$ cat config.mk
export PLATFORM = sky130hd
export DESIGN_NAME = pmru_ctrl
export DESIGN_NICKNAME = d
export VERILOG_FILES = /design/src/rtl/pmru_pkg.sv /design/src/rtl/pmru_ctrl.sv
export SDC_FILE = /design/constraint.sdc
export NUM_CORES = 1
export LEC_CHECK = 0
export ABC_AREA = 1
export BUFFER_PORTS_ARGS = -buffer_cell sky130_fd_sc_hd__buf_4
export CAP_MARGIN = 5
export CORE_UTILIZATION = 40
export DETAILED_ROUTE_END_ITERATION = 12
export HOLD_SLACK_MARGIN = 0.12
export SETUP_SLACK_MARGIN = 0.15
export SYNTH_ARGS = -nofsm -noshare
export SYNTH_HDL_FRONTEND = slang
export SYNTH_SLANG_ARGS = --single-unit
$ cat constraint.sdc
create_clock -name clk_i -period 2.01 [get_ports clk_i]
set_clock_uncertainty 0.15 [all_clocks]
set_input_delay 0.3015 -clock clk_i [delete_from_list [all_inputs] [get_ports clk_i]]
set_output_delay 0.3015 -clock clk_i [all_outputs]
set_load 0.03 [all_outputs]
$ cat src/rtl/pmru_pkg.sv
package pmru_pkg;

  localparam int unsigned DEPTH = 16;
  localparam int unsigned IDX_W = $clog2(DEPTH);
  localparam int unsigned CNT_W = $clog2(DEPTH + 1);

  localparam logic [2:0] REQ_ADD    = 3'd0;
  localparam logic [2:0] REQ_SELECT = 3'd1;
  localparam logic [2:0] REQ_PIN    = 3'd2;
  localparam logic [2:0] REQ_DELETE = 3'd3;
  localparam logic [2:0] REQ_CLEAR  = 3'd4;

  localparam logic [2:0] STS_ADDED    = 3'd0;
  localparam logic [2:0] STS_DEDUP    = 3'd1;
  localparam logic [2:0] STS_DEGRADED = 3'd2;
  localparam logic [2:0] STS_IGNORED  = 3'd3;
  localparam logic [2:0] STS_TOO_BIG  = 3'd4;
  localparam logic [2:0] STS_PIN_FULL = 3'd5;
  localparam logic [2:0] STS_NOT_FND  = 3'd6;
  localparam logic [2:0] STS_OK       = 3'd7;

  localparam logic [1:0] CFG_HIST_EN = 2'd0;
  localparam logic [1:0] CFG_LIMIT   = 2'd1;
  localparam logic [1:0] CFG_BUDGET  = 2'd2;

  typedef struct packed {
    logic [2:0]  req_type;
    logic [63:0] content_key;
    logic [31:0] content_bytes;
    logic        was_trimmed;
    logic [31:0] target_id;
    logic        pin_value;
    logic        clear_pinned_too;
  } req_t;

  typedef struct packed {
    logic [2:0]  status;
    logic [31:0] result_id;
    logic [4:0]  removed_count;
    logic [4:0]  entry_count;
    logic [31:0] bytes_held;
  } rsp_t;

  typedef enum logic [3:0] {
    S_IDLE,
    S_DISPATCH,
    S_SCAN_KEY,
    S_SCAN_ID,
    S_MOVE,
    S_SET_PIN,
    S_DELETE,
    S_EVICT,
    S_PURGE,
    S_INSERT,
    S_CLEAR,
    S_FINISH
  } state_e;

  typedef enum logic [3:0] {
    OP_NONE,
    OP_LOAD,
    OP_SCAN,
    OP_TOP,
    OP_EVICT,
    OP_PURGE,
    OP_MOVE,
    OP_PIN,
    OP_DELETE,
    OP_INSERT,
    OP_EMIT
  } dp_op_e;

  typedef struct packed {
    dp_op_e     op;
    logic [2:0] code;
  } dp_cmd_t;

  typedef struct packed {
    logic [2:0] req_type;
    logic       hist_en;
    logic       trimmed;
    logic       at_end;
    logic       hit;
    logic       idx_zero;
    logic       need_room;
    logic       too_large;
    logic       out_free;
  } dp_stat_t;

endpackage

$ cat src/rtl/pmru_ctrl.sv
module pmru_ctrl import pmru_pkg::*; (
  input  logic     clk_i,
  input  logic     rst_ni,
  input  logic     in_valid_i,
  output logic     in_stall_o,
  input  dp_stat_t stat_i,
  output dp_cmd_t  cmd_o
);

  state_e     state_q, state_d;
  logic [2:0] code_q, code_d;
  logic       accept;

  assign in_stall_o = (state_q != S_IDLE);
  assign accept     = in_valid_i && (state_q == S_IDLE);

  always_ff @(posedge clk_i or negedge rst_ni) begin
    if (!rst_ni) begin
      state_q <= S_IDLE;
      code_q  <= STS_IGNORED;
    end else begin
      state_q <= state_d;
      code_q  <= code_d;
    end
  end

  always_comb begin
    state_d = state_q;
    unique case (state_q)
      S_IDLE: if (accept) state_d = S_DISPATCH;
      S_DISPATCH: begin
        case (stat_i.req_type)
          REQ_ADD: state_d = stat_i.hist_en ? S_SCAN_KEY : S_FINISH;
          REQ_SELECT, REQ_PIN, REQ_DELETE: state_d = S_SCAN_ID;
          REQ_CLEAR: state_d = S_CLEAR;
          default: state_d = S_FINISH;
        endcase
      end
      S_SCAN_KEY: begin
        if (stat_i.at_end) begin
          state_d = stat_i.too_large ? S_FINISH : S_EVICT;
        end else if (stat_i.hit) begin
          state_d = S_MOVE;
        end
      end
      S_SCAN_ID: begin
        if (stat_i.at_end) begin
          state_d = S_FINISH;
        end else if (stat_i.hit) begin
          case (stat_i.req_type)
            REQ_SELECT: state_d = S_MOVE;
            REQ_PIN:    state_d = S_SET_PIN;
            default:    state_d = S_DELETE;
          endcase
        end
      end
      S_MOVE, S_SET_PIN, S_DELETE, S_INSERT: state_d = S_FINISH;
      S_EVICT: begin
        if (stat_i.idx_zero || !stat_i.need_room) begin
          state_d = stat_i.need_room ? S_FINISH : S_PURGE;
        end
      end
      S_PURGE: if (stat_i.idx_zero) state_d = S_INSERT;
      S_CLEAR: if (stat_i.idx_zero) state_d = S_FINISH;
      S_FINISH: if (stat_i.out_free) state_d = S_IDLE;
      default: state_d = S_IDLE;
    endcase
  end

  always_comb begin
    cmd_o.op   = OP_NONE;
    cmd_o.code = code_q;
    code_d     = code_q;
    unique case (state_q)
      S_IDLE: begin
        if (accept) cmd_o.op = OP_LOAD;
      end
      S_DISPATCH: begin
        code_d = STS_IGNORED;
        if (stat_i.req_type == REQ_CLEAR) begin
          cmd_o.op = OP_TOP;
        end
      end
      S_SCAN_KEY: begin
        if (stat_i.at_end) begin
          if (stat_i.too_large) begin
            code_d = STS_TOO_BIG;
          end else begin
            cmd_o.op = OP_TOP;
          end
        end else begin
          cmd_o.op = OP_SCAN;
          if (stat_i.hit) code_d = stat_i.trimmed ? STS_DEGRADED : STS_DEDUP;
        end
      end
      S_SCAN_ID: begin
        if (stat_i.at_end) begin
          code_d = STS_NOT_FND;
        end else begin
          cmd_o.op = OP_SCAN;
          if (stat_i.hit) code_d = STS_OK;
        end
      end
      S_MOVE:    cmd_o.op = OP_MOVE;
      S_SET_PIN: cmd_o.op = OP_PIN;
      S_DELETE:  cmd_o.op = OP_DELETE;
      S_EVICT: begin
        if (stat_i.idx_zero || !stat_i.need_room) begin
          if (stat_i.need_room) begin
            code_d = STS_PIN_FULL;
          end else begin
            cmd_o.op = OP_TOP;
          end
        end else begin
          cmd_o.op = OP_EVICT;
        end
      end
      S_PURGE: begin
        if (!stat_i.idx_zero) cmd_o.op = OP_PURGE;
      end
      S_INSERT: begin
        cmd_o.op = OP_INSERT;
        code_d   = stat_i.trimmed ? STS_DEGRADED : STS_ADDED;
      end
      S_CLEAR: begin
        if (stat_i.idx_zero) begin
          code_d = STS_OK;
        end else begin
          cmd_o.op = OP_PURGE;
        end
      end
      S_FINISH: begin
        if (stat_i.out_free) cmd_o.op = OP_EMIT;
      end
      default: cmd_o.op = OP_NONE;
    endcase
  end

endmodule

After elaboration in Yosys (flattened, before gate mapping)
Cells that the tools add are included.

storage, ports and cells
  logic and storage cells = 74
  register bits = 7

operators by class
  mux-type cells = 36
  reduce and logical (&&, ||, !) cells = 12
  equality and inequality tests = 24

operators by type and width
  cell                                                                    count
  4-bit two-way mux                                                       14
  4-bit one-hot mux with 11 select lines                                  1
  4-bit one-hot mux with 9 select lines                                   1
  3-bit two-way mux                                                       9
  3-bit one-hot mux with 6 select lines                                   1
  4-bit by 3-bit equality test with 1-bit output (second input constant)  4
  4-bit equality test (second input constant)                             4
  2-bit two-way mux                                                       7
  7-bit AND reduction                                                     2
  2-bit != test (second input constant)                                   6
  4-bit one-hot mux with 3 select lines                                   1
  3-bit != test (second input constant)                                   3
  4-bit by 2-bit equality test with 1-bit output (second input constant)  2
  3-bit by 2-bit equality test with 1-bit output (second input constant)  2
  6-bit nonzero test                                                      1
  4-bit by 1-bit equality test with 1-bit output (second input constant)  1
  4-bit zero test                                                         1
  2-bit one-hot mux with 2 select lines                                   1
  4-bit nonzero test                                                      1
  4-bit OR reduction                                                      1
  3-bit by 1-bit equality test with 1-bit output (second input constant)  1
  3-bit equality test (second input constant)                             1
  3-bit zero test                                                         1
  3-bit OR reduction                                                      1
  other kinds (5)                                                         5

Depth between registers and ports, before layout
Gate-level depths: netlist of run 1.

  depth in word-level cells = 5
  depth in mapped cells = 9
  gate-level depth less buffers = 9

Least setup slack after synthesis of run 1
OpenSTA, ideal clock, no wires.

  kind = register to output
  from = reg state_q[2]
  to = out cmd_o[3] (netlist bit)
  slack = 0.268 ns
  data required time = 1.559 ns
  stages on the path, launching flop included = 6
  arrival time = 1.290 ns
  path through = dfrtp_1 nor2_1 nand2_1 nor3_1 a21oi_1 nand3_1

RTL lines
  what                      line             RTL
  start: declaration        pmru_ctrl.sv:10  state_e state_q, state_d;
  start signal: assignment  pmru_ctrl.sv:22  state_q <= state_d;
  end: declaration          pmru_ctrl.sv:7   output dp_cmd_t cmd_o

==> Implementation_results.wiki, run 1 <==
{| class="wikitable"
! Metric !! Value
|-
| Overall die area || 2220 um^2
|-
| Number of synthesized register bits || 7
|-
| Arr. time, crit path || 1.60 ns
|-
| Fraction of power consumed by the clock network || 5.9%
|-
| Leakage power || 0.697 nW
|-
| Multi-input logic area || 649 um^2
|-
| Relative slew slack || 81.9%
|-
| Initial cell density of the core || 44.8%
|-
| Clock Sink Count || 7
|-
| Overall power of the completed layout || 2.44 mW
|-
| Util after Layout || 69.2%
|-
| Internal Power || 1.08 mW
|-
| Detailed Place HPWL || 1880 um
|-
| Switching share of total power || 55.9%
|-
| Filler cell count in the final layout || 156
|-
| Setup crit end kind || output port
|-
| Average footprint of a synthesized cell || 5.48 um^2
|-
| Violations in the final reports || negative setup slack
|-
| Maximum count of clock buffers along a single path || 2
|-
| Most used cells in the layout excluding fill and tap cells || 50 x sky130_fd_sc_hd__nand2_1, 31 x sky130_fd_sc_hd__buf_4, 16 x sky130_fd_sc_hd__nand3_1
|-
| Comb power frac || 79.8%
|-
| Leading cell type in the layout, fill and taps excluded || sky130_fd_sc_hd__nand2_1
|-
| Unrepaired setup endpoints after global routing || true
|-
| Largest net degree at the start of global routing || 11
|-
| Initial drt markers || 70
|-
| Sequential fraction of the synthesis area || 21.8%
|-
| Time the worst path needs with I/O delays and setup || 2.06 ns
|-
| Top fanout value on the critical path || 4
|-
| Seq. cell area || 181 um^2
|-
| Post-detailed-route via-to-cell ratio || 5.54
|-
| Syn Nets || 163
|-
| Final #Nets || 203
|-
| Ports || 22
|-
| Layout area overhead || 54.4%
|-
| Detailed Route WL || 3060 um
|-
| Initial antenna violation count || 0
|-
| Net load switching power || 1.37 mW
|-
| Final clock period utilization by the worst path || 102%
|-
| Source-to-sink clock delay at the later pin of the worst-skew pair || 0.27 ns
|-
| Layout cell share with drive strength beyond 1 || 39.9%
|-
| Actual slew at the worst max-slew pin || 0.269 ns
|-
| Number of max-cap violations || 0
|-
| Row count || 15
|-
| Netlist Area Pre-Place || 816 um^2
|-
| Count of antenna diodes in the layout || 0
|-
| Hold/Removal Path Class || in -> reg
|-
| Remaining antenna violation count after routing || 0
|-
| Die outline height || 47.2 um
|-
| Number of failing hold endpoints at the final stage || 0
|-
| IO Port Bufs || 21
|-
| Nature of the critical path startpoint || flip-flop
|-
| H-tree lvl count || 1
|-
| CTS clk-pin slew, worst paths || 0.06 ns
|-
| Cts bufs inserted || 3
|-
| Start-to-end type of the worst setup path || reg -> out
|-
| Required time of the critical path || 1.56 ns
|-
| Setup violations, final || 1
|-
| Overflow after GRT || 0
|-
| CTS tree || built
|-
| Total vias in the final route || 1179
|-
| Wire length of the first global-routing pass || 4030 um
|-
| Post-synthesis instance total || 149
|-
| Gr usage total || 26.0%
|-
| Status || complete, but fails checks
|-
| Max-slew violation total from the final report || 0
|-
| Least setup slack across all paths after layout || -0.0455 ns
|-
| Largest vdd supply drop || 1.05 mV
|-
| Placer Congestion || 0.956
|-
| DRC Markers || 0
|-
| Average detailed-routed wire length per instance || 14.4 um
|-
| PD cells || 1940 nW/um^2
|-
| Maximum frequency from static timing analysis || 487 MHz
|-
| Die outline width || 47.2 um
|-
| Root Driver || sky130_fd_sc_hd__clkbuf_4
|-
| Pre-Repair DR Iteration Count || 5
|-
| Number of global-route vias before repair || 970
|-
| Sequential Power Share || 14.3%
|-
| Count of synthesis-stage warnings from yosys || 0
|-
| Count of different cell masters after synthesis || 19
|-
| Core Box Area || 1820 um^2
|}
[flip-flops by register name, summed over array words and instances, names as in the netlist]
| name | flops |
|---|---|
| state_q | 4 |
| code_q | 3 |
[through the flow]
| stage | cells | hold slack, ns | setup TNS (ns) | setup WS, ns | cell area, um^2 |
|---|---|---|---|---|---|
| final | 213 | 0.208 | -0.0455 | -0.0455 | 1260 |
| after global routing | 213 | 0.209 | -0.0704 | -0.0522 | 1260 |
| after CTS | 208 | 0.194 | 0 | 0.128 | 1160 |
| after detailed placement | 197 | -0.0324 | 0 | 0.215 | 1020 |
| after global placement | 197 | -0.0339 | 0 | 0.164 | 1020 |
| after floorplan | 149 | -0.144 | 0 | 0.268 | 816 |
[metal layers]
metal	part of all wire (%)	vias up	GRT usage (%)
met5	0	-	0
met3	8.5	14	5.38
met1	39	532	31.4
li1	-	553	-
met2	48	80	45.8
met4	4.3	0	8.57
[power groups by stage]
| stage | registers (mW) | clock network, mW | logic [mW] |
|---|---|---|---|
| 2_1_floorplan | 0.361 | 0 | 0.990 |
| 3_3_place_gp | 0.311 | 0 | 1.45 |
| 3_5_place_dp | 0.313 | 0 | 1.45 |
| 4_1_cts | 0.313 | 0.130 | 1.68 |
| 5_1_grt | 0.355 | 0.150 | 2.08 |
| 6_report | 0.350 | 0.144 | 1.95 |
[kinds of logic (layout without fill, tap and decap cells)]
logic type / after synthesis / in the layout / synth area share (%)
AOI/OAI and AO/OA: 11 / 11 / 7.05
buffers and inverters: 21 / 60 / 10.6
DFF: 7 / 7 / 21.8
and+or+nand+nor: 110 / 110 / 60.6
[final timing paths]
| kind | startpoint | end | slack, ns | cells past startpoint |
|---|---|---|---|---|
| setup / recovery | state_q[0] | cmd_o[3] | -0.05 | 7 |
| hold / removal | stat_i[2] | state_q[2] | 0.21 | 3 |
| setup reg to reg | state_q[1] | code_q[1] | 0.21 | 11 |
| hold reg to reg | code_q[2] | code_q[2] | 0.32 | 2 |
| max in group asynchronous | rst_ni | code_q[0] | 1.27 | 2 |
| min in group asynchronous | rst_ni | state_q[0] | 0.23 | 2 |
[critical path, stage by stage, from the launching register on]
cell and delay [ns]:
sky130_fd_sc_hd__dfrtp_1 0.44, sky130_fd_sc_hd__inv_2 0.11, sky130_fd_sc_hd__nand2_2 0.12, sky130_fd_sc_hd__nor2_4 0.05, sky130_fd_sc_hd__buf_4 0.15, sky130_fd_sc_hd__a21oi_1 0.17
sky130_fd_sc_hd__nand3_1 0.14, sky130_fd_sc_hd__buf_6 0.16
[area by class of cell]
cell class	count	share of cell area, %
well taps	25	2.48
inverters	20	6.36
clock buffers	4	2.09
repair buffers	36	23.1
flip-flops and latches	7	14.4
multi-input cells	121	51.5
[Yosys cell counts]
master / n / share of area (%)
sky130_fd_sc_hd__nand4_1: 4 / 3.1
sky130_fd_sc_hd__nand2_2: 1 / 0.77
sky130_fd_sc_hd__nand3_2: 2 / 2.5
sky130_fd_sc_hd__nand2_4: 1 / 1.4
sky130_fd_sc_hd__inv_1: 17 / 7.8
sky130_fd_sc_hd__nor2_4: 2 / 2.8
sky130_fd_sc_hd__nand3_1: 19 / 12
sky130_fd_sc_hd__o21ai_1: 2 / 1.2
sky130_fd_sc_hd__dfstp_2: 2 / 6.4
sky130_fd_sc_hd__o21ai_0: 5 / 3.1
sky130_fd_sc_hd__nand2_1: 57 / 26
sky130_fd_sc_hd__a21oi_1: 3 / 1.8
sky130_fd_sc_hd__nor2_2: 3 / 2.3
sky130_fd_sc_hd__dfrtp_1: 5 / 15
sky130_fd_sc_hd__inv_2: 3 / 1.4
sky130_fd_sc_hd__o211ai_1: 1 / 0.92
sky130_fd_sc_hd__nor3_1: 2 / 1.2
sky130_fd_sc_hd__nor2_1: 19 / 8.7
sky130_fd_sc_hd__buf_6: 1 / 1.4
[timing repair]
| item | CTS | global route |
|---|---|---|
| setup endpoints to repair | 4 | 4 |
| endpoints found under the hold margin | 7 | 0 |
| hold buffers | 1 | 0 |
| gates resized for setup | 22 | 17 |
| setup buffers | 6 | 5 |
| pin swaps | 3 | 10 |
No activity file was read; power rests on OpenSTA's default activity.
==> run 2: changes to the inputs <==
CORE_MARGIN = 2   (was default)
==> Implementation_results.wiki, run 2 (synthesized netlist as in run 1, its figures left out) <==
{| class="wikitable"
! Metric !! Value
|-
| Maximum frequency from static timing analysis || 525 MHz
|-
| Die outline width || 49.2 um
|-
| Largest vdd supply drop || 1.08 mV
|-
| Pre-Repair DR Iteration Count || 4
|-
| Row count || 16
|-
| Wire length of the first global-routing pass || 4560 um
|-
| Number of global-route vias before repair || 1074
|-
| Overall die area || 2420 um^2
|-
| Ports || 22
|-
| Post-detailed-route via-to-cell ratio || 5.13
|-
| CTS tree || built
|-
| Detailed Route WL || 2760 um
|-
| Setup violations, final || 0
|-
| Start-to-end type of the worst setup path || reg -> out
|-
| Initial cell density of the core || 42.0%
|-
| Required time of the critical path || 1.56 ns
|-
| Hold Worst Slack || 0.182 ns
|-
| Most used cells in the layout excluding fill and tap cells || 51 x sky130_fd_sc_hd__nand2_1, 34 x sky130_fd_sc_hd__buf_4, 17 x sky130_fd_sc_hd__nand3_1
|-
| Start point of the worst min-delay path || stat_i[2]
|-
| H-tree lvl count || 1
|-
| Core Box Area || 1940 um^2
|-
| Final #Nets || 205
|-
| Initial antenna violation count || 0
|-
| PD cells || 1860 nW/um^2
|-
| Overflow after GRT || 0
|-
| Final clock period utilization by the worst path || 94.7%
|-
| Relative slew slack || 82.9%
|-
| Root Driver || sky130_fd_sc_hd__clkbuf_4
|-
| Nature of the critical path startpoint || flip-flop
|-
| Worst-path cell chain || inv_4 > nor2_4 > nand2_2 > nor3_4 > nor2_1 > nand4_1 > buf_6
|-
| Initial drt markers || 30
|-
| Max reg flops || 4
|-
| Detailed Place HPWL || 2040 um
|-
| Status || complete, no violations
|-
| Source-to-sink clock delay at the later pin of the worst-skew pair || 0.26 ns
|-
| Worst path top cell family by delay || simple AND/OR/NAND/NOR gates
|-
| Placer Congestion || 0.888
|-
| Worst Reg-to-Reg Cells || 10
|-
| Largest net degree at the start of global routing || 8
|-
| Maximum count of clock buffers along a single path || 2
|-
| Capture endpoint of the worst hold path || state_q[2]
|-
| Die outline height || 49.2 um
|-
| Layout area overhead || 54.4%
|-
| Total vias in the final route || 1114
|-
| DRC Markers || 0
|-
| Largest reg by FF count || state_q
|-
| R2r startpoint || state_q[1]
|-
| Actual slew at the worst max-slew pin || 0.257 ns
|-
| Leading cell type in the layout, fill and taps excluded || sky130_fd_sc_hd__nand2_1
|-
| Gr usage total || 24.5%
|-
| Max-slew violation total from the final report || 0
|-
| Average detailed-routed wire length per instance || 12.7 um
|-
| Layout cell share with drive strength beyond 1 || 40.0%
|-
| Leakage power || 0.693 nW
|-
| Count of placed standard cells including taps || 199
|-
| Top fanout value on the critical path || 4
|-
| Count of antenna diodes in the layout || 0
|-
| Endpoint of the worst-slack reg-to-reg timing path || state_q[0]
|-
| CTS clk-pin slew, worst paths || 0.05 ns
|-
| Number of buffers and inverters on the critical path || 2
|-
| Time the worst path needs with I/O delays and setup || 1.90 ns
|-
| Total Negative Setup Slacks || 0 ns
|-
| Worst reg-to-reg setup slack || 0.26 ns
|-
| IO Port Bufs || 21
|-
| Setup crit end kind || output port
|-
| Registers with the highest flip-flop counts || state_q (4), code_q (3)
|-
| Arr. time, crit path || 1.45 ns
|-
| Max stage delay on crit path || 0.44 ns
|-
| Clock Sink Count || 7
|-
| Hold path cells || 3
|-
| Number of failing hold endpoints at the final stage || 0
|-
| Remaining antenna violation count after routing || 0
|-
| Cell at the slowest stage of the critical path || sky130_fd_sc_hd__dfrtp_2
|-
| Hold/Removal Path Class || in -> reg
|-
| Number of non-filler instances in the completed layout || 217
|-
| Util after Layout || 64.9%
|-
| Number of max-cap violations || 0
|-
| Unrepaired setup endpoints after global routing || true
|-
| Cts bufs inserted || 3
|}
[run 2: repair_timing]
item / 4_1_cts / 5_1_grt
pin swaps: 3 / 7
endpoints found under the setup margin: 5 / 8
hold buffers: 1 / 0
hold endpoints to repair: 7 / 0
gates resized for setup: 27 / 9
setup buffers: 8 / 5
[run 2: worst max-delay path by stage]
stage	depth (start not counted)	endpoint	from
finish	7	cmd_o[4]	state_q[0]
global route	6	cmd_o[3]	state_q[1]
CTS	8	cmd_o[4]	state_q[2]
detailed placement	6	cmd_o[4]	state_q[2]
global placement	7	cmd_o[3]	state_q[0]
floorplan	5	cmd_o[3]	state_q[2]
[run 2: worst register-to-register path, stage by stage, from the launching register on]
cell and delay (ns):
sky130_fd_sc_hd__dfrtp_2 0.48, sky130_fd_sc_hd__nand2_4 0.10, sky130_fd_sc_hd__buf_4 0.14, sky130_fd_sc_hd__buf_4 0.15, sky130_fd_sc_hd__nor2_1 0.20, sky130_fd_sc_hd__nand2_1 0.11
sky130_fd_sc_hd__nand2_1 0.08, sky130_fd_sc_hd__nor2_1 0.04, sky130_fd_sc_hd__nand2_1 0.09, sky130_fd_sc_hd__nand2_1 0.05, sky130_fd_sc_hd__nand2_1 0.06
[run 2: per-layer routing]
| metal | vias to the layer above | global-route usage, % | wire (um) |
|---|---|---|---|
| li1 | 558 | - | - |
| met1 | 503 | 28.5 | 1160 |
| met2 | 51 | 42.6 | 1350 |
| met3 | 2 | 6.75 | 237 |
| met4 | 0 | 8.57 | 16 |
| met5 | - | 0 | 0 |
[run 2: report_power, final]
part / switching, mW / internal [mW] / total [mW]
sequential: 0.122 / 0.244 / 0.366
combinational: 1.11 / 0.741 / 1.85
clock: 0.0560 / 0.0760 / 0.132
total: 1.29 / 1.06 / 2.35
[run 2: final cells by class]
class | instances | area [um^2]
flip-flops and latches | 7 | 183
clock buffers | 4 | 26.3
multi-input cells | 121 | 633
inverters | 20 | 85.1
fillers | 174 | 682
well taps | 27 | 33.8
repair buffers | 38 | 299
[run 2: metrics by stage]
stage	instance area (um^2)	setup WS (ns)	power (mW)
2_1_floorplan	816	0.268	1.35
3_3_place_gp	1020	0.165	1.78
3_5_place_dp	1020	0.194	1.77
4_1_cts	1190	0.113	2.16
5_1_grt	1260	0.0365	2.54
6_report	1260	0.107	2.35
